`config.mk`:
```
export PLATFORM = sky130hd
export DESIGN_NAME = cst_div
export DESIGN_NICKNAME = d
export VERILOG_FILES = /design/src/cst_pkg.sv /design/src/cst_div.sv
export SDC_FILE = /design/constraint.sdc
export NUM_CORES = 2
export LEC_CHECK = 0
export ABC_AREA = 1
export BUFFER_PORTS_ARGS = -buffer_cell sky130_fd_sc_hd__buf_2
export CAP_MARGIN = 10
export CORE_MARGIN = 3
export CORE_UTILIZATION = 55
export DETAILED_ROUTE_END_ITERATION = 8
export PLACE_DENSITY = 0.71
export SLEW_MARGIN = 5
export SYNTH_ARGS = -nofsm -noshare
export SYNTH_HDL_FRONTEND = slang
export SYNTH_SLANG_ARGS = --single-unit
```
`constraint.sdc`:
```
create_clock -name clk -period 2.3 [get_ports clk]
set_input_delay 0.345 -clock clk [delete_from_list [all_inputs] [get_ports clk]]
set_output_delay 0.345 -clock clk [all_outputs]
set_load 0.02 [all_outputs]
```
`src/cst_pkg.sv`:
```
// ----------------------------------------------------------------------------
// cst_pkg: shared types and constants for the complex soft-threshold core
// Sample widths, pipeline word widths and the side-band structs that travel
// alongside the square-root and divider pipelines.
// ----------------------------------------------------------------------------
`default_nettype none

package cst_pkg;

  localparam int SAMPLE_WIDTH = 16;
  localparam int THR_WIDTH    = 16;
  localparam int SQ_WIDTH     = 2 * SAMPLE_WIDTH;
  localparam int REM_WIDTH    = SAMPLE_WIDTH + 2;
  localparam int CMP_WIDTH    = (SAMPLE_WIDTH > THR_WIDTH) ? SAMPLE_WIDTH : THR_WIDTH;

  typedef logic [SAMPLE_WIDTH-1:0] size_t;
  typedef logic [THR_WIDTH-1:0]    thr_t;
  typedef logic [SQ_WIDTH-1:0]     sq_t;
  typedef logic [REM_WIDTH-1:0]    rem_t;
  typedef logic [CMP_WIDTH-1:0]    cmp_t;

  // carried next to the square-root pipeline
  typedef struct packed {
    logic  neg_re;
    logic  neg_im;
    size_t size_re;
    size_t size_im;
  } sqrt_tag_t;

  // carried next to the divider pipeline
  typedef struct packed {
    logic neg_re;
    logic neg_im;
    logic zeroed;
  } div_tag_t;

endpackage

`default_nettype wire

```
`src/cst_div.sv`:
```
// ----------------------------------------------------------------------------
// cst_div: pipelined dual restoring divider
// Divides two products by a shared divisor, one quotient bit per stage.
// Quotients are known to fit in SAMPLE_WIDTH bits.
// ----------------------------------------------------------------------------
`default_nettype none

module cst_div (
  input  wire logic                clk,
  input  wire logic                rst,
  input  wire logic                en,
  input  wire logic                in_valid,
  input  wire cst_pkg::sq_t        num_re,
  input  wire cst_pkg::sq_t        num_im,
  input  wire cst_pkg::size_t      den,
  input  wire cst_pkg::div_tag_t   tag_in,
  output logic                     out_valid,
  output cst_pkg::size_t           quo_re,
  output cst_pkg::size_t           quo_im,
  output cst_pkg::div_tag_t        tag_out
);

  localparam int N = cst_pkg::SAMPLE_WIDTH;

  logic [N:0]          vld;
  cst_pkg::size_t      rem_re [0:N];
  cst_pkg::size_t      rem_im [0:N];
  cst_pkg::size_t      low_re [0:N];  // dividend bits out, quotient bits in
  cst_pkg::size_t      low_im [0:N];
  cst_pkg::size_t      dv     [0:N];
  cst_pkg::div_tag_t   tag    [0:N];

  assign vld[0]    = in_valid;
  assign rem_re[0] = num_re[cst_pkg::SQ_WIDTH-1:N];
  assign rem_im[0] = num_im[cst_pkg::SQ_WIDTH-1:N];
  assign low_re[0] = num_re[N-1:0];
  assign low_im[0] = num_im[N-1:0];
  assign dv[0]     = den;
  assign tag[0]    = tag_in;

  for (genvar k = 0; k < N; k++) begin : g_stage
    logic [N:0] cur_re;
    logic [N:0] cur_im;
    logic       ge_re;
    logic       ge_im;
    logic [N:0] sub_re;
    logic [N:0] sub_im;

    assign cur_re = {rem_re[k], low_re[k][N-1]};
    assign cur_im = {rem_im[k], low_im[k][N-1]};
    assign ge_re  = cur_re >= {1'b0, dv[k]};
    assign ge_im  = cur_im >= {1'b0, dv[k]};
    assign sub_re = cur_re - {1'b0, dv[k]};
    assign sub_im = cur_im - {1'b0, dv[k]};

    always_ff @(posedge clk) begin
      if (rst) begin
        vld[k+1] <= 1'b0;
      end else if (en) begin
        vld[k+1] <= vld[k];
      end
    end

    always_ff @(posedge clk) begin
      if (en) begin
        dv[k+1]     <= dv[k];
        tag[k+1]    <= tag[k];
        rem_re[k+1] <= ge_re ? sub_re[N-1:0] : cur_re[N-1:0];
        rem_im[k+1] <= ge_im ? sub_im[N-1:0] : cur_im[N-1:0];
        low_re[k+1] <= {low_re[k][N-2:0], ge_re};
        low_im[k+1] <= {low_im[k][N-2:0], ge_im};
      end
    end
  end

  assign out_valid = vld[N];
  assign quo_re    = low_re[N];
  assign quo_im    = low_im[N];
  assign tag_out   = tag[N];

endmodule

`default_nettype wire

```
Yosys cells after proc, flatten, opt, wreduce, memory -nomap -nowiden
Cells that the tools add are included.
{"block": "word_totals", "ff_bits": 1296, "input_bits": 87, "out_inout_bits": 36, "word_cells": 233}
{"block": "classes", "add_sub_neg": 30, "magnitude_cmp": 32, "n_mux": 30}
{"operator": "greater-or-equal comparator 17 x 16 -> 1 bit", "count": 32}
{"operator": "2-to-1 mux 16 bit", "count": 30}
{"operator": "subtractor 16 bit", "count": 30}

Longest topological paths before layout
{"block": "logic_depth", "depth_word": 2, "depth_mapped": 15, "depth_no_buf": 13}

Least setup slack after synthesis
Ideal clock, no wire load.
{"block": "synth_timing", "path_type": "reg2reg", "startpoint": "register dv[192] (netlist name)", "endpoint": "register rem_re (netlist bit g_stage[5].cur_re[9]) (data pin)", "setup_time_ns": 0.253, "arrival_ns": 1.719, "required_time_ns": 2.047, "setup_slack_ns": 0.328, "path_stages_with_launch": 10, "path_buffers": 0, "period_less_slack_ns": 1.972, "cell_sequence": "edfxtp_1 -> ha_1 -> fa_1 -> inv_1 -> nand3_1 -> nand3_1 -> a21oi_1 -> or2_2 -> nand3_1 -> nand2_1"}
{"block": "synth_between", "elab_chain_cells": 2, "word_cells_on_any_way": 3, "cone_classes": "add/sub: 1; order compare: 1; mux: 1"}
{"element": "start, declared", "line_no": "cst_div.sv:30", "text": "cst_pkg::size_t dv [0:N];"}
{"element": "start signal, assigned by index", "line_no": "cst_div.sv:66", "text": "dv[k+1] <= dv[k];"}
{"element": "subtractor 16 bit / greater-or-equal comparator 17 x 16 -> 1 bit (equally long branches)", "line_no": "cst_div.sv:53, cst_div.sv:51"}
{"element": "2-to-1 mux 16 bit *", "line_no": "cst_div.sv:68", "text": "rem_re[k+1] <= ge_re ? sub_re[N-1:0] : cur_re[N-1:0];"}
{"element": "end signal, assigned by index", "line_no": "cst_div.sv:68"}
{"element": "end, declared", "line_no": "cst_div.sv:26", "text": "cst_pkg::size_t rem_re [0:N];"}
Mark *: on every way between the ends. The rest lies on a longest branch, timed or not.
A chain may end at the register's enable or synchronous reset.

Worst setup path in the final report
{"block": "layout_timing", "startpoint": "register dv[194] (netlist name)", "endpoint": "register rem_re (netlist bit g_stage[5].cur_re[4]) (data pin)"}
Same word-level chain as after synthesis.

==> summary.md <==
| Metric | Value |
|---|---|
| R2R depth | `13` |
| Buf+Inv Stages, Crit Path | `2` |
| CTS buffer count | `140` |
| Hold Path Class | `input port to flip-flop` |
| RR Endpoint | `g_stage[5].cur_re[4]` |
| Drt drc | `0` |
| Most Used Layer, Global Route | `met2` |
| Max_cap viols | `0` |
| # rows | `138` |
| Setup TNS | `0 ps` |
| Vias in the first global route | `61900` |
| Crit-path cells | `inv_2 > ha_2 > nand2_1 > nand2_1 > nand2_1 > nand2_1 > nand2_1 > nand3_1 > nand2_2 > nand2_4 > buf_4 > nand2_1 > nand2_1` |
| Logic pwr share | `48.3%` |
| Global-route wire length before repair | `338 mm` |
| WP data arrival | `2790 ps` |
| Warnings, synthesis | `0` |
| R2R Path Start | `dv[194]` |
| Initial antenna violation count | `3` |
| Ports | `123` |
| GRT Resource Usage Total | `29.2%` |
| CTS Buffer Depth | `3` |
| Clk root buf | `clkbuf_16` |
| Total Wirelength | `223 mm` |
| R2R setup slack | `10 ps` |
| Reg power frac | `32.3%` |
| Worst Path Required | `2800 ps` |
| RePlAce Congestion | `0.981` |
| Nets | `11100` |
| Final Setup Violations | `0` |
| Leakage power | `47.0 nW` |
| Avg WL per Cell | `17.9 um` |
| Most frequent CP cell | `nand2_1` |
| Class of the most critical setup path | `flip-flop to flip-flop` |
| Worst slew pin tran | `715 ps` |
| Port bufs | `122` |
| Grt met2 use | `49.8%` |
| Sequential cell area fraction in the yosys report | `48.7%` |
| Layout cell share with drive strength beyond 1 | `14.4%` |
| Slew Limit Fails | `0` |
| Ant. Diodes | `0` |
| Outcome | `finished clean` |
| Min-Delay Startpoint | `num_re[16]` |
| WHS | `90.0 ps` |
| Pwr Total | `120 mW` |
| Storage cell area | `38800 um^2` |
| Post-Syn Area | `79600 um^2` |
| Starting Density | `55.8%` |
| Post-route ant nets | `0` |
| Die area | `149000 um^2` |
| Post-Syn Instances | `9593` |
| Layout area overhead | `18.8%` |
| Clock latency at the later pin of the worst-skew pair | `770 ps` |
| Setup slack after layout | `11.9 ps` |
| Syn avg cell area | `8.30 um^2` |
| Crit. End Element | `flip-flop` |
| Psw | `50.0 mW` |
| Pre-CTS WS | `-95.1 ps` |
| Worst hold path endpoint | `g_stage[1].cur_re[2]` |
| TritonCTS clock tree | `yes` |
| H-Tree Depth | `4` |
| Fillcell total | `11700` |
| CP max-delay cell | `edfxtp_1` |
| Final Core Density | `66.3%` |
| Die height | `386 um` |
| Placed cell count | `12000` |
| Hold depth | `3` |
| Core area | `143000 um^2` |
| CP peak stage delay | `460 ps` |
| Largest net degree at the start of global routing | `110` |
| Area of the multi-input gates | `35400 um^2` |
| Element type at the critical path start | `flip-flop` |
| Post-synth EDFFs | `1280` |
| Met3 Track Usage GR | `3.71%` |
| Clock Skews | `25.7 ps` |
| Synth async-reset ratio | `0%` |
| Maximum vdd drop | `0.800 mV` |
| Yosys reg bits | `1296` |
| Design area | `94600 um^2` |
| Final Hold Fails | `0` |
| RSZ-0062 raised after global routing | `yes` |
| Clock Sinks | `1296` |
| Minimum clock period | `2290 ps` |
| Top_reg_cell synth | `edfxtp_1` |
| CP Max Fanout | `12` |
| Switching Fraction | `41.8%` |
| Fmax | `437 MHz` |
| Power share of the clock group | `19.5%` |
| DP HPWL | `174 mm` |
| DIE WIDTH | `386 um` |
| Clk slew on worst S/H paths | `70 ps` |
| Net Count, Synth | `10200` |
| 1st-iter DRT viols | `5445` |
| Via count | `65400` |
| Cell variety after synth | `46` |
| Pwr dens | `1260 nW/um^2` |
| Slew margin rel. | `52.3%` |
| CP top delay family | `simple AND/OR/NAND/NOR gates` |
| Internal | `69.6 mW` |
| Post-DP Area | `85900 um^2` |
| Tcrit/Tclk final | `99.5%` |
| First-pass iteration count of the detailed router | `6` |
| Vias/cell | `5.25` |
| Final std cells w/o fill | `12400` |
| Met1 usage | `38.0%` |
| Cell count along the critical path | `13` |
| Grt total ovfl | `0` |
==> final cells by class <==
cell class	count	area share [%]
clock buffers	159	3.83
clock inverters	94	1.20
inverters	1694	6.75
multi-input cells	6465	37.5
flip-flops and latches	1296	41.0
well taps	1890	2.50
repair buffers	848	7.25
repair inverters	3	0.0238
==> power groups by stage <==
stage	combinational [mW]	clock [mW]	sequential, mW
CTS	53.6	23.8	38.2
floorplan	37.9	0	35.8
global placement	52.2	0	38.6
detailed placement	52.9	0	38.6
global route	64.8	24.7	38.8
finish	57.7	23.3	38.6
==> cell usage after synthesis (all sizes together) (16+ instances only) <==
cell    instances  area [um^2]
a21oi         286         1430
nor3           84          420
or2            28          175
nand4         136          851
dfxtp          16          320
inv          1694         6360
ha            512         6410
xor2          140         1230
nand2        3781        14500
o21ai          31          155
edfxtp       1280        38400
o21a           21          158
and2           24          151
nand3b         68          510
o21bai         19          143
xnor2          43          377
buf           131         1070
nor2          431         1850
nand3         795         4140
fa             30          601
==> worst min-delay path, cell delays in order <==
cell     delay (ps)
buf_2           110
inv_1            90
o21ai_0         120
==> what timing repair did <==
action / CTS / global route
hold endpoints to repair: 102 / 0
gates resized for setup: 19 / 410
pin swaps: 4 / 44
setup endpoints to repair: 99 / 420
gates cloned: 0 / 10
hold buffers: 84 / 0
setup buffers: 16 / 84
==> layer usage <==
metal / part of all wire, % / vias up / wire (um)
met5: 0.0063 / - / 14
met1: 42 / 30200 / 92700
met4: 4.2 / 2 / 9390
li1: - / 32500 / -
met3: 6.0 / 514 / 13300
met2: 48 / 2158 / 107000
==> how the worst max path moves through the flow <==
| stage | from | slack (ps) | end |
|---|---|---|---|
| after floorplan | dv[192] | 330 | g_stage[5].cur_re[9] |
| after global placement | dv[197] | -80 | g_stage[5].cur_im[10] |
| after detailed placement | dv[197] | -100 | g_stage[5].cur_im[11] |
| after CTS | g_stage[10].cur_im[0] | 0.2 | g_stage[11].cur_im[9] |
| after global routing | dv[195] | -100 | g_stage[5].cur_re[4] |
| final | dv[194] | 10 | g_stage[5].cur_re[4] |
==> sequential cells by signal, summed over array words and instances (netlist names) <==
| signal | count |
|---|---|
| tag_out | 3 |
| quo_re | 16 |
| g_stage.cur_re | 255 |
| dv | 240 |
| tag | 45 |
| vld | 15 |
| low_re | 225 |
| quo_im | 16 |
| g_stage.cur_im | 255 |
| out_valid | 1 |
| low_im | 225 |
==> cells by family (layout without fill, tap and decap cells) <==
family | Yosys count | after routing | share of synthesized area (%)
xor gates and xnor gates | 183 | 183 | 2.01
adders and majority gates | 542 | 542 | 8.80
and+or+nand+nor | 5369 | 5376 | 28.6
AOI/OAI and AO/OA | 364 | 364 | 2.46
DFF | 1296 | 1296 | 48.7
buffers and inverters | 1839 | 2798 | 9.43
==> layout by cell type (no fill, tap or decap), drive strengths merged, types with 21 or more instances in the layout <==
| cell type | instances |
|---|---|
| a21oi | 286 |
| and2 | 24 |
| buf | 764 |
| clkbuf | 159 |
| clkinv | 47 |
| clkinvlp | 21 |
| dlygate4sd3 | 84 |
| edfxtp | 1280 |
| fa | 30 |
| ha | 512 |
| inv | 1704 |
| nand2 | 3788 |
| nand3 | 795 |
| nand3b | 68 |
| nand4 | 136 |
| nor2 | 431 |
| nor3 | 84 |
| o21a | 21 |
| o21ai | 31 |
| or2 | 28 |
| xnor2 | 43 |
| xor2 | 140 |
(Power assumes the default switching activity.)
