`config.mk`:
```
export PLATFORM = sky130hd
export DESIGN_NAME = cst_sqrt
export DESIGN_NICKNAME = d
export VERILOG_FILES = /design/src/cst_pkg.sv /design/src/cst_sqrt.sv
export SDC_FILE = /design/constraint.sdc
export NUM_CORES = 1
export LEC_CHECK = 0
export ABC_CLOCK_PERIOD_IN_PS = 3170
export BUFFER_PORTS_ARGS = -buffer_cell sky130_fd_sc_hd__buf_2
export CAP_MARGIN = 0
export CORE_MARGIN = 4
export CORE_UTILIZATION = 50
export DETAILED_ROUTE_END_ITERATION = 10
export PLACE_DENSITY = 0.65
export REMOVE_ABC_BUFFERS = 1
export SLEW_MARGIN = 20
export SYNTH_ARGS = -nofsm -noshare
export SYNTH_HDL_FRONTEND = slang
export SYNTH_SLANG_ARGS = --single-unit
```
`constraint.sdc`:
```
create_clock -name clk -period 3.17 [get_ports clk]
set_input_delay 0.1585 -clock clk [delete_from_list [all_inputs] [get_ports clk]]
set_output_delay 0.1585 -clock clk [all_outputs]
set_load 0.03 [all_outputs]
```
`src/cst_pkg.sv`:
```
// ----------------------------------------------------------------------------
// cst_pkg: shared types and constants for the complex soft-threshold core
// Sample widths, pipeline word widths and the side-band structs that travel
// alongside the square-root and divider pipelines.
// ----------------------------------------------------------------------------
`default_nettype none

package cst_pkg;

  localparam int SAMPLE_WIDTH = 16;
  localparam int THR_WIDTH    = 16;
  localparam int SQ_WIDTH     = 2 * SAMPLE_WIDTH;
  localparam int REM_WIDTH    = SAMPLE_WIDTH + 2;
  localparam int CMP_WIDTH    = (SAMPLE_WIDTH > THR_WIDTH) ? SAMPLE_WIDTH : THR_WIDTH;

  typedef logic [SAMPLE_WIDTH-1:0] size_t;
  typedef logic [THR_WIDTH-1:0]    thr_t;
  typedef logic [SQ_WIDTH-1:0]     sq_t;
  typedef logic [REM_WIDTH-1:0]    rem_t;
  typedef logic [CMP_WIDTH-1:0]    cmp_t;

  // carried next to the square-root pipeline
  typedef struct packed {
    logic  neg_re;
    logic  neg_im;
    size_t size_re;
    size_t size_im;
  } sqrt_tag_t;

  // carried next to the divider pipeline
  typedef struct packed {
    logic neg_re;
    logic neg_im;
    logic zeroed;
  } div_tag_t;

endpackage

`default_nettype wire

```
`src/cst_sqrt.sv`:
```
// ----------------------------------------------------------------------------
// cst_sqrt: pipelined integer square root
// Digit-by-digit floor square root, one result bit per register stage.
// ----------------------------------------------------------------------------
`default_nettype none

module cst_sqrt (
  input  wire logic                 clk,
  input  wire logic                 rst,
  input  wire logic                 en,
  input  wire logic                 in_valid,
  input  wire cst_pkg::sq_t         x,
  input  wire cst_pkg::sqrt_tag_t   tag_in,
  output logic                      out_valid,
  output cst_pkg::size_t            root,
  output cst_pkg::sqrt_tag_t        tag_out
);

  localparam int N = cst_pkg::SAMPLE_WIDTH;

  logic [N:0]          vld;
  cst_pkg::sq_t        xs   [0:N];
  cst_pkg::rem_t       rem  [0:N];
  cst_pkg::size_t      rt   [0:N];
  cst_pkg::sqrt_tag_t  tag  [0:N];

  assign vld[0] = in_valid;
  assign xs[0]  = x;
  assign rem[0] = '0;
  assign rt[0]  = '0;
  assign tag[0] = tag_in;

  for (genvar k = 0; k < N; k++) begin : g_stage
    cst_pkg::rem_t cur;
    cst_pkg::rem_t trial;

    // bring down the next two radicand bits, try 4*root+1
    assign cur   = {rem[k][cst_pkg::REM_WIDTH-3:0], xs[k][cst_pkg::SQ_WIDTH-1 -: 2]};
    assign trial = {rt[k], 2'b01};

    always_ff @(posedge clk) begin
      if (rst) begin
        vld[k+1] <= 1'b0;
      end else if (en) begin
        vld[k+1] <= vld[k];
      end
    end

    always_ff @(posedge clk) begin
      if (en) begin
        xs[k+1]  <= {xs[k][cst_pkg::SQ_WIDTH-3:0], 2'b00};
        tag[k+1] <= tag[k];
        if (cur >= trial) begin
          rem[k+1] <= cur - trial;
          rt[k+1]  <= {rt[k][N-2:0], 1'b1};
        end else begin
          rem[k+1] <= cur;
          rt[k+1]  <= {rt[k][N-2:0], 1'b0};
        end
      end
    end
  end

  assign out_valid = vld[N];
  assign root      = rt[N];
  assign tag_out   = tag[N];

endmodule

`default_nettype wire

```
**After elaboration in Yosys (flattened, before gate mapping)**

Index checks and enable logic that the tools add are counted.

- Register bits: 1163
- Output and inout bits: 51

- Muxes and demuxes: 31
- $add $sub $neg: 15
- Order comparisons: 16

Operators with widths:

| operator | count |
|---|---|
| 16-bit two-way mux | 14 |
| 18-bit by 10-bit >= comparator with 1-bit output | 1 |
| 18-bit by 11-bit >= comparator with 1-bit output | 1 |
| 18-bit by 12-bit >= comparator with 1-bit output | 1 |
| 18-bit by 13-bit >= comparator with 1-bit output | 1 |
| 18-bit by 14-bit >= comparator with 1-bit output | 1 |
| 18-bit by 15-bit >= comparator with 1-bit output | 1 |
| 18-bit by 16-bit >= comparator with 1-bit output | 1 |
| 18-bit by 17-bit >= comparator with 1-bit output | 1 |
| 18-bit by 3-bit >= comparator with 1-bit output | 1 |
| 18-bit by 4-bit >= comparator with 1-bit output | 1 |
| 18-bit by 5-bit >= comparator with 1-bit output | 1 |
| 18-bit by 6-bit >= comparator with 1-bit output | 1 |
| 18-bit by 7-bit >= comparator with 1-bit output | 1 |
| 18-bit by 8-bit >= comparator with 1-bit output | 1 |
| 18-bit by 9-bit >= comparator with 1-bit output | 1 |
| 1-bit two-way mux | 16 |
| 16-bit by 10-bit subtractor with 16-bit output | 1 |
| 16-bit by 11-bit subtractor with 16-bit output | 1 |
| 16-bit by 12-bit subtractor with 16-bit output | 1 |
| 16-bit by 13-bit subtractor with 16-bit output | 1 |
| 16-bit by 14-bit subtractor with 16-bit output | 1 |
| 16-bit by 15-bit subtractor with 16-bit output | 1 |
| 16-bit subtractor | 1 |
| other kinds (10) | 10 |

**Depth between registers and ports, before layout**

Gate-level depths: netlist (run 1).

- Depth after elaboration: 2
- Depth in mapped cells: 12
- Depth with buffers taken out: 10

**Worst setup path before layout (run 1)**

OpenSTA, ideal clock, no wires.

- Kind: register to register
- From: register rem (netlist bit g_stage[14].cur[6])
- To: register rem (netlist bit g_stage[15].cur[10]) (data pin)
- Arrival: 2.210 ns
- Path slack: 0.700 ns
- Period minus slack after synthesis: 2.470 ns
- Buffers on the path: 0
- Stages on the path, launching flop included: 8
- Library setup time: 0.260 ns
- Cells stage by stage: edfxtp_1 -> ha_1 -> nand4_1 -> or3_1 -> nor4_2 -> a2111oi_2 -> o311ai_4 -> mux2_4

- Cells in the longest elaborated chain, start to end: 2
- Elaborated cells between the ends (all ways): 3
- Those cells by class: add/sub: 1; order compare: 1; mux: 1

Ends and longest elaborated chain:

| what | line | RTL |
|---|---|---|
| start: declaration | cst_sqrt.sv:23 | `cst_pkg::rem_t rem [0:N];` |
| start signal: indexed assignment | cst_sqrt.sv:54 | `rem[k+1] <= cur - trial;` |
| start signal: indexed assignment | cst_sqrt.sv:57 | `rem[k+1] <= cur;` |
| 16-bit subtractor or 18-bit by 16-bit >= comparator with 1-bit output (tied branches) | cst_sqrt.sv:54, cst_sqrt.sv:53 |  |
| 16-bit two-way mux (*) | cst_sqrt.sv:53 | `if (cur >= trial) begin` |

Every way passes the cells marked *; elsewhere a longest branch is shown, timed or not.
A chain may end at the register's enable or synchronous reset.

**Worst setup path after layout (run 1)**

- From: register rem (netlist bit g_stage[14].cur[2])
- To: register rem (netlist bit g_stage[15].cur[5]) (data pin)

Same word-level chain as after synthesis.

==> flow_metrics.tcl, run 1 <==
set metrics [dict create \
    synthMostInstantiatedCell "edfxtp_1" \
    path_cells "ha_1, nor2b_1, or3_1, a21oi_1, o31a_1, o311ai_4, buf_4, mux2i_1" \
    holdWs_ns 0.185 \
    die_y_um 305 \
    hold_end "tag[543]" \
    rrSetupSlack_ns 0.21 \
    ioPinCount 121 \
    critPathBufInv 1 \
    grt_usage 0.147 \
    dp_slack_ns 0.227 \
    nFillCells 6523 \
    synth_cell_types 87 \
    coreArea_um2 87200 \
    ys_seq_elements 1153 \
    final_nets 3134 \
    critPathMaxFanout 15 \
    worst_setup_path_start_kind "register" \
    n_antenna_cell 0 \
    maxCapViolCount 0 \
    grt_overflow 0 \
    hold_viol_final 0 \
    grt_pass1_wl_um 112000 \
    drive_gt1_frac 0.132 \
    setup_tns_ns 0 \
    cp_top_family "compound AO/OA/AOI/OAI gates" \
    die_w_um 305 \
    clkLatencyLatePin_ns 0.69 \
    clockBufferDepth 3 \
    rsz0062_at_grt "no" \
    tightest_slew_ns 0.914 \
    synth.top_cells.by_area "edfxtp_1, ha_1, xnor2_1" \
    ctsHtreeMaxLevel 3 \
    wl_per_cell_um 16.4 \
    setup_slack_ns 0.211 \
    grt_max_degree 136 \
    synth_area_leader_cell "edfxtp_1" \
    async_flop_share 0 \
    gp_congestion 0.869 \
    maxSlewHeadroom 0.389 \
    dieArea_um2 93200 \
    detail-route-antenna-nets 0 \
    worstPathRequired_ns 3.60 \
    syn-cell-area_um2 44200 \
    vias_per_cell 5.10 \
    arrival_ns 3.39 \
    clk_pin_slew_worst_paths_ns 0.06 \
    p_per_area_nw_per_um2 714 \
    synth_top_area_share 0.773 \
    cts.sinks 1153 \
    avgSynthCellArea_um2 16.8 \
    slew_viol_final 0 \
    place_hpwl_um 45000 \
    fin_crit_ns 2.96 \
    outcome "complete, no violations" \
    endpoint_kind "register" \
    hold_path_depth 2 \
    timing.rr.start "g_stage[14].cur[2]" \
    fmax_ghz 0.338 \
    clock_skew_ns 0.0621 \
    holdCritStartpoint "tag_in[33]" \
    reg2reg_depth 8 \
    cts_tree "yes" \
    syn_inst 2629 \
    slowest_stage "o311ai_4" \
    leakage_nw 18.9 \
    fp-row-count 108 \
    cpPeakStageDelay_ns 0.76 \
    yosys_most_used_dff "edfxtp_1" \
    ir_drop_mv 0.552 \
    wl_um 68300 \
    start_util 0.507 \
    dr.first_iter.drc_count 1266 \
    synth_edf_count 1137 \
    critPathKind "register to register" \
    final-setup-viol-count 0 \
    cts_setup_buffers 0 \
    yosys_warnings 0 \
    ys_seq_area_frac 0.780 \
    grt_pass1_vias 21800 \
    drt-pass1-iter-count 5 \
    fin_crit_sh 0.933 \
    port-buffer-count 120 \
    drc 0 \
    vias 21200 \
    root_buffer "clkbuf_16" \
    area_growth_pct 15.2 \
    cts_buffers 113 \
    hp-class "primary input to register" \
    yosys-top-cells-count "edfxtp_1, inv_1, ha_1, nor2_1, a21oi_1" \
    r2r_end "g_stage[15].cur[5]" \
    antenna_found_initial 3 \
]
[layer usage]
metal | track usage | wire length (um)
met2 | 0.254 | 34300
met4 | 0.0534 | 1890
met5 | 0 | 0
met3 | 0.0261 | 2600
met1 | 0.189 | 29600
[power by group]
group / internal (mW) / total (mW) / leakage [nW] / switching, mW
Sequential: 18.4 / 19.0 / 11.1 / 0.595
Clock: 8.11 / 13.6 / 1.89 / 5.52
Combinational: 1.60 / 3.73 / 5.88 / 2.13
Total: 28.1 / 36.3 / 18.9 / 8.25
[worst reg2reg max path, stage by stage (launching register included)]
cell and delay (ns):
edfxtp_1 0.40, ha_1 0.36, nor2b_1 0.19, or3_1 0.13
a21oi_1 0.11, o31a_1 0.31, o311ai_4 0.76, buf_4 0.36
mux2i_1 0.10
[state kept, by name (all words and copies together) (netlist names)]
register,cells
tag,510
vld,15
out_valid,1
root,16
g_stage.cur,247
tag_out,34
xs,210
g_stage.trial,120
[kinds of logic (layout without fill, tap and decap cells)]
family | count (synthesis) | after routing | share of synthesized area
mux | 44 | 44 | 0.0109
buf+inv | 250 | 630 | 0.0253
compound gates | 390 | 390 | 0.0556
fa+ha+maj | 149 | 149 | 0.0422
flops | 1153 | 1153 | 0.780
xor+xnor | 159 | 159 | 0.0317
simple gates | 483 | 483 | 0.0544
other cells | 1 | 1 | 0.0000849
[worst max-delay path by stage]
| stage | from | end | slack [ns] | cells after the start |
|---|---|---|---|---|
| after floorplan | g_stage[14].cur[2] | g_stage[15].cur[10] | 0.30 | 7 |
| after global placement | g_stage[14].cur[2] | g_stage[15].cur[3] | 0.24 | 8 |
| after detailed placement | g_stage[14].cur[2] | g_stage[15].cur[5] | 0.23 | 8 |
| after CTS | g_stage[14].cur[2] | g_stage[15].cur[5] | 0.19 | 8 |
| after global routing | g_stage[14].trial[2] | g_stage[15].cur[3] | 0.008 | 10 |
| final | g_stage[14].cur[2] | g_stage[15].cur[5] | 0.21 | 8 |
[layout by cell type (no fill, tap or decap), drive strengths merged, types with 8 or more instances in the layout]
| cell type | count |
|---|---|
| edfxtp | 1137 |
| inv | 184 |
| buf | 167 |
| ha | 149 |
| nor2 | 142 |
| a21oi | 140 |
| clkbuf | 128 |
| nand2 | 112 |
| o21ai | 100 |
| xnor2 | 83 |
| xor2 | 76 |
| dlygate4sd3 | 73 |
| clkinv | 56 |
| nor3 | 43 |
| nand3 | 34 |
| nand2b | 32 |
| o21a | 30 |
| a21o | 30 |
| mux2 | 23 |
| or3 | 22 |
| nor4 | 22 |
| mux2i | 21 |
| bufinv | 19 |
| nand4 | 18 |
| nor2b | 16 |
| dfxtp | 16 |
| o211ai | 12 |
| a211oi | 12 |
| or2 | 8 |
[what timing repair did]
action,CTS,global route
gates resized for setup,0,0
hold buffers,73,0
endpoints found under the hold margin,109,0
endpoints found under the setup margin,0,0
[per-stage QoR]
stage / power, mW / instances / utilization / cell area [um2]
after global routing: 38.0 / 4164 / 0.584 / 50900
after global placement: 22.8 / 3882 / 0.531 / 46300
after floorplan: 21.6 / 2560 / - / 43800
after detailed placement: 23.0 / 3882 / 0.531 / 46300
after CTS: 36.8 / 4164 / 0.584 / 50900
final: 36.3 / 4164 / 0.584 / 50900
[cell type report]
cell class / count / area (um2) / area share
clock buffer: 128 / 2880 / 0.0567
timing repair buffer: 240 / 1820 / 0.0357
tap: 1155 / 1450 / 0.0284
multi-input combinational: 1226 / 8610 / 0.169
sequential: 1153 / 34500 / 0.677
inverter: 181 / 679 / 0.0134
clock inverter: 81 / 990 / 0.0194
(Power assumes the default switching activity.)
==> run 2, diff against run 1 <==
- ABC_AREA: default -> 1
==> flow_metrics.tcl, run 2 <==
set metrics [dict create \
    fin_crit_sh 0.762 \
    critPathKind "register to register" \
    grt_pass1_wl_um 132000 \
    cp_top_family "compound AO/OA/AOI/OAI gates" \
    leakage_nw 22.6 \
    coreArea_um2 95000 \
    yosys-top-cells-count "edfxtp_1, nand2_1, inv_1, nor2_1, nand3_1" \
    p_clk_frac 0.360 \
    synth.area.mux_share 0 \
    synthMostInstantiatedCell "edfxtp_1" \
    cts_tree "yes" \
    grt_max_degree 114 \
    syn-cell-area_um2 47800 \
    ioPinCount 121 \
    ctsResizeCount 0 \
    ir_drop_mv 0.485 \
    p_seq_frac 0.519 \
    tightest_slew_ns 0.642 \
    hold_end "xs[505]" \
    hold_path_depth 2 \
    final_cell_mix "edfxtp_1, nand2_1, inv_1" \
    wl_um 81000 \
    grt_usage 0.164 \
    cts.sinks 1153 \
    synth.top_cells.by_area "edfxtp_1, nand2_1, inv_1" \
    critPathMaxFanout 18 \
    setup_tns_ns 0 \
    wl_per_cell_um 14.8 \
    drive_gt1_frac 0.105 \
    final_nets 4347 \
    post_dp_cell_area_um2 50000 \
    clkLatencyLatePin_ns 0.70 \
    final-setup-viol-count 0 \
    slowest_stage "edfxtp_1" \
    reg2reg_depth 7 \
    port-buffer-count 120 \
    synth_area_leader_cell "edfxtp_1" \
    clock_skew_ns 0.0269 \
    root_buffer "clkbuf_16" \
    largest_register_ffs 510 \
    maxCapViolCount 0 \
    gp_congestion 0.852 \
    switching_share 0.248 \
    final_common_cell "edfxtp_1" \
    grt_pass1_vias 25800 \
    critPathBufInv 1 \
    utilization 0.573 \
    vias_per_cell 4.83 \
    rsz0062_at_grt "no" \
    hp-class "primary input to register" \
    timing.rr.start "g_stage[6].cur[5]" \
    clockBufferDepth 3 \
    r2r_end "g_stage[7].cur[7]" \
    clk_pin_slew_worst_paths_ns 0.06 \
    async_flop_share 0 \
    synth_cell_types 50 \
    fmax_ghz 0.414 \
    holdWs_ns 0.162 \
    syn_inst 3839 \
    final_area_um2 54500 \
    avgSynthCellArea_um2 12.5 \
    hold_viol_final 0 \
    place_hpwl_um 56100 \
    maxSlewHeadroom 0.567 \
    detail-route-antenna-nets 0 \
    fin_crit_ns 2.42 \
    internal_power_mw 27.3 \
    cpPeakStageDelay_ns 0.41 \
    rrSetupSlack_ns 0.75 \
    n_antenna_cell 0 \
    synthAdderAreaFrac 0.0390 \
    yosys.area_share.simple 0.144 \
    worst_setup_path_start_kind "register" \
    endpoint_kind "register" \
    top_register "tag" \
    drt-pass1-iter-count 6 \
    final_cell_count_no_fill 5487 \
    synth_top_family_by_area "simple AND/OR/NAND/NOR gates" \
    dp_cells 5204 \
    comb_power_share 0.121 \
    start_util 0.503 \
    cp_common_cell "nand3_2" \
    dieArea_um2 101000 \
    path_cells "ha_1, a21oi_1, nand3_2, nand2_2, nand3_2, inv_2, o21ai_0" \
    nFillCells 7911 \
    synth_edf_count 1137 \
    holdCritStartpoint "x[23]" \
    die_w_um 317 \
    fp-row-count 113 \
    yosys.area_share.xor_xnor 0.0148 \
    synth_top_area_share 0.714 \
    dr.first_iter.drc_count 1677 \
    p_per_area_nw_per_um2 668 \
    arrival_ns 2.82 \
    synth_compound_area_frac 0.0265 \
    register_area_um2 34500 \
    area_growth_pct 13.9 \
    ys_seq_elements 1153 \
    drc 0 \
    grt_overflow 0 \
    multi_input_area_um2 10700 \
    ctsHtreeMaxLevel 3 \
    ys_seq_area_frac 0.721 \
    worstPathRequired_ns 3.57 \
    slew_viol_final 0 \
    finalPower_mw 36.4 \
    die_y_um 317 \
    setup_slack_ns 0.753 \
    yosys_warnings 0 \
    cts_buffers 115 \
    antenna_found_initial 0 \
    outcome "complete, no violations" \
    vias 26500 \
    dp_slack_ns 0.713 \
    p_switching_mw 9.02 \
    yosys_most_used_dff "edfxtp_1" \
]
==> run 2: changes by cell type after synthesis, moves of 36 or more <==
cell / delta
nand2_1: +936
xnor2_1: -55
o21ai_0: -36
nor2_1: +61
nand3_1: +147
inv_1: +379
==> run 2: worst max-delay path by stage <==
stage	from	to	slack, ns	cells after the start
floorplan	g_stage[5].cur[5]	g_stage[6].cur[10]	1.17	7
global placement	g_stage[6].trial[4]	g_stage[7].cur[7]	0.62	10
detailed placement	g_stage[6].trial[4]	g_stage[7].cur[7]	0.71	10
CTS	g_stage[6].trial[4]	g_stage[7].cur[7]	0.67	10
global route	g_stage[5].cur[5]	g_stage[6].cur[17]	0.56	7
finish	g_stage[6].cur[5]	g_stage[7].cur[7]	0.75	7
==> run 2: routing by layer <==
metal / track usage / up-vias / part of all wire
li1: - / 13500 / -
met1: 0.224 / 12400 / 0.46
met2: 0.267 / 514 / 0.47
met3: 0.0282 / 141 / 0.047
met4: 0.0570 / 0 / 0.027
met5: 0 / - / 0
==> run 2: power groups by stage <==
stage / clock network (mW) / registers (mW) / logic (mW)
after floorplan: 0 / 19.0 / 2.99
final: 13.1 / 18.9 / 4.41
after global placement: 0 / 19.1 / 4.31
after CTS: 13.6 / 18.9 / 4.44
after global routing: 14.3 / 19.0 / 5.07
after detailed placement: 0 / 19.2 / 4.36
==> run 2: final cells by class <==
type,instances,area share
timing repair buffer,231,0.0337
tap,1265,0.0291
clock inverter,71,0.0134
inverter,575,0.0396
clock buffer,140,0.0546
sequential,1153,0.633
multi-input combinational,2052,0.197
==> run 2: cells by family after synthesis <==
group                    Yosys count
AND/OR/NAND/NOR                 1603
flip-flops                      1153
buffers and inverters            634
AO/OA/AOI/OAI                    218
adder cells (fa/ha/maj)          149
XOR/XNOR                          81
other                              1
==> run 2: worst register-to-register path, stage by stage, from the launching register on <==
cell	delay, ns
edfxtp_1	0.41
ha_1	0.37
a21oi_1	0.29
nand3_2	0.15
nand2_2	0.12
nand3_2	0.17
inv_2	0.36
o21ai_0	0.24
==> run 2: what timing repair did <==
action | in CTS | in global routing
endpoints found under the hold margin | 119 | 0
buffers inserted | 0 | 0
hold buffers | 72 | 0
==> run 3, diff against run 2 <==
- ABC_AREA: 1 -> 0
- ABC_CLOCK_PERIOD_IN_PS: 3170 -> 2000
- PLACE_DENSITY: 0.65 -> 0.68
- clock period: 3.17 -> 2 ns (I/O delays scaled with it)
==> flow_metrics.tcl, run 3 (synthesis gave the netlist of run 1 again) <==
set metrics [dict create \
    outcome "finished with violations" \
    violations "setup timing" \
    holdWs_ns 0.129 \
    critPathMaxFanout 3 \
    antenna_found_initial 0 \
    endpoint_kind "register" \
    setup_tns_ns -56.53 \
    gp_congestion 0.861 \
    wl_per_cell_um 17.1 \
    die_w_um 305 \
    detail-route-antenna-nets 0 \
    final_common_cell "edfxtp_1" \
    cts_tree "yes" \
    drt-pass1-iter-count 5 \
    dieArea_um2 93200 \
    worstPathRequired_ns 2.41 \
    place_hpwl_um 52100 \
    vias_per_cell 5.04 \
    arrival_ns 2.95 \
    p_seq_frac 0.488 \
    final-setup-viol-count 202 \
    clock_skew_ns 0.0439 \
    port-buffer-count 120 \
    slew_viol_final 0 \
    internal_power_mw 46.9 \
    multi_input_area_um2 12000 \
    clockBufferDepth 3 \
    final_cell_count_no_fill 4878 \
    maxSlewHeadroom 0.454 \
    vias 24600 \
    ir_drop_mv 0.850 \
    leakage_nw 23.1 \
    top_usage_layer "met2" \
    ctsHtreeMaxLevel 3 \
    hold_viol_final 0 \
    comb_power_share 0.178 \
    fmax_ghz 0.393 \
    drive_gt1_frac 0.420 \
    rsz0062_at_grt "yes" \
    setup_slack_ns -0.543 \
    wl_um 83400 \
    root_buffer "clkbuf_16" \
    fin_crit_sh 1.27 \
    dr.first_iter.drc_count 1284 \
    critPathKind "register to register" \
    fin_crit_ns 2.54 \
    clk_pin_slew_worst_paths_ns 0.06 \
    grt_overflow 0 \
    n_antenna_cell 0 \
    grt_pass1_wl_um 131000 \
    ioPinCount 121 \
    hp-class "primary input to register" \
    clkLatencyLatePin_ns 0.70 \
    grtUsageMet1 0.204 \
    utilization 0.690 \
    maxCapViolCount 0 \
    p_switching_mw 14.9 \
    coreArea_um2 87200 \
    grt_usage 0.173 \
    tightest_slew_ns 0.812 \
    start_util 0.507 \
    grt_max_degree 92 \
    largest_register_ffs 510 \
    cts.sinks 1153 \
    grt_util_met3 0.0269 \
    drc 0 \
    cts_buffers 110 \
    dp_slack_ns -0.749 \
    area_growth_pct 36.1 \
    final_nets 3851 \
    fp-row-count 108 \
    final_cell_mix "edfxtp_1, buf_4, inv_1" \
    top_register "tag" \
    nFillCells 5539 \
    p_per_area_nw_per_um2 1030 \
    met2_usage 0.320 \
    grt_pass1_vias 25800 \
    switching_share 0.241 \
    die_y_um 305 \
    p_clk_frac 0.334 \
    dp_cells 4407 \
    worst_setup_path_start_kind "register" \
    register_area_um2 34500 \
]
-- run 3: worst max-delay path, cell delays in order (launching register included) --
cell,delay (ns)
edfxtp_1,0.39
ha_1,0.35
o21ai_0,0.28
nor2_2,0.10
or3_4,0.38
a41o_1,0.27
or3_1,0.33
nor3_2,0.13
xor2_1,0.09
-- run 3: repair_timing --
| action | 4_1_cts | 5_1_grt |
|---|---|---|
| gates cloned | 8 | 2 |
| resized for setup | 508 | 307 |
| pin swaps | 180 | 139 |
| hold endpoints to repair | 172 | 0 |
| hold buffers | 71 | 0 |
| setup buffers | 122 | 93 |
| setup endpoints to repair | 204 | 213 |
-- run 3: power by group through the flow --
stage	clock network (mW)	logic [mW]	registers, mW
after global routing	22.3	11.9	30.3
after detailed placement	0	7.96	30.5
after CTS	21.2	9.89	30.1
after floorplan	0	3.98	30.3
after global placement	0	7.76	30.4
final	20.6	11.0	30.1
-- run 3: final timing paths --
check                         start                  end  slack, ns  cells past startpoint
setup reg to reg  g_stage[9].cur[6]  g_stage[10].cur[17]      -0.54                      8
hold reg to reg            tag[106]              tag[72]       0.39                      0
hold / removal            tag_in[8]             tag[518]       0.13                      2
setup / recovery  g_stage[9].cur[6]  g_stage[10].cur[17]      -0.54                      8
-- run 3: through the flow --
step | power, mW | cell area, um2
6_report | 61.7 | 60100
5_1_grt | 64.4 | 60100
3_5_place_dp | 38.4 | 50400
3_3_place_gp | 38.2 | 50400
2_1_floorplan | 34.3 | 43800
4_1_cts | 61.2 | 58100
-- run 3: layout make-up --
cell class                      instances  share of cell area
Sequential cell                      1153               0.573
Inverter                              181              0.0114
Clock buffer                          128              0.0469
Timing Repair Buffer                  958               0.132
Multi-Input combinational cell       1228               0.199
Tap cell                             1155              0.0240
Clock inverter                         75              0.0140
-- run 3: metal layers --
layer,up-vias,share of wire
li1,11900,-
met1,12100,0.39
met2,449,0.54
met3,167,0.035
met4,0,0.030
met5,-,0
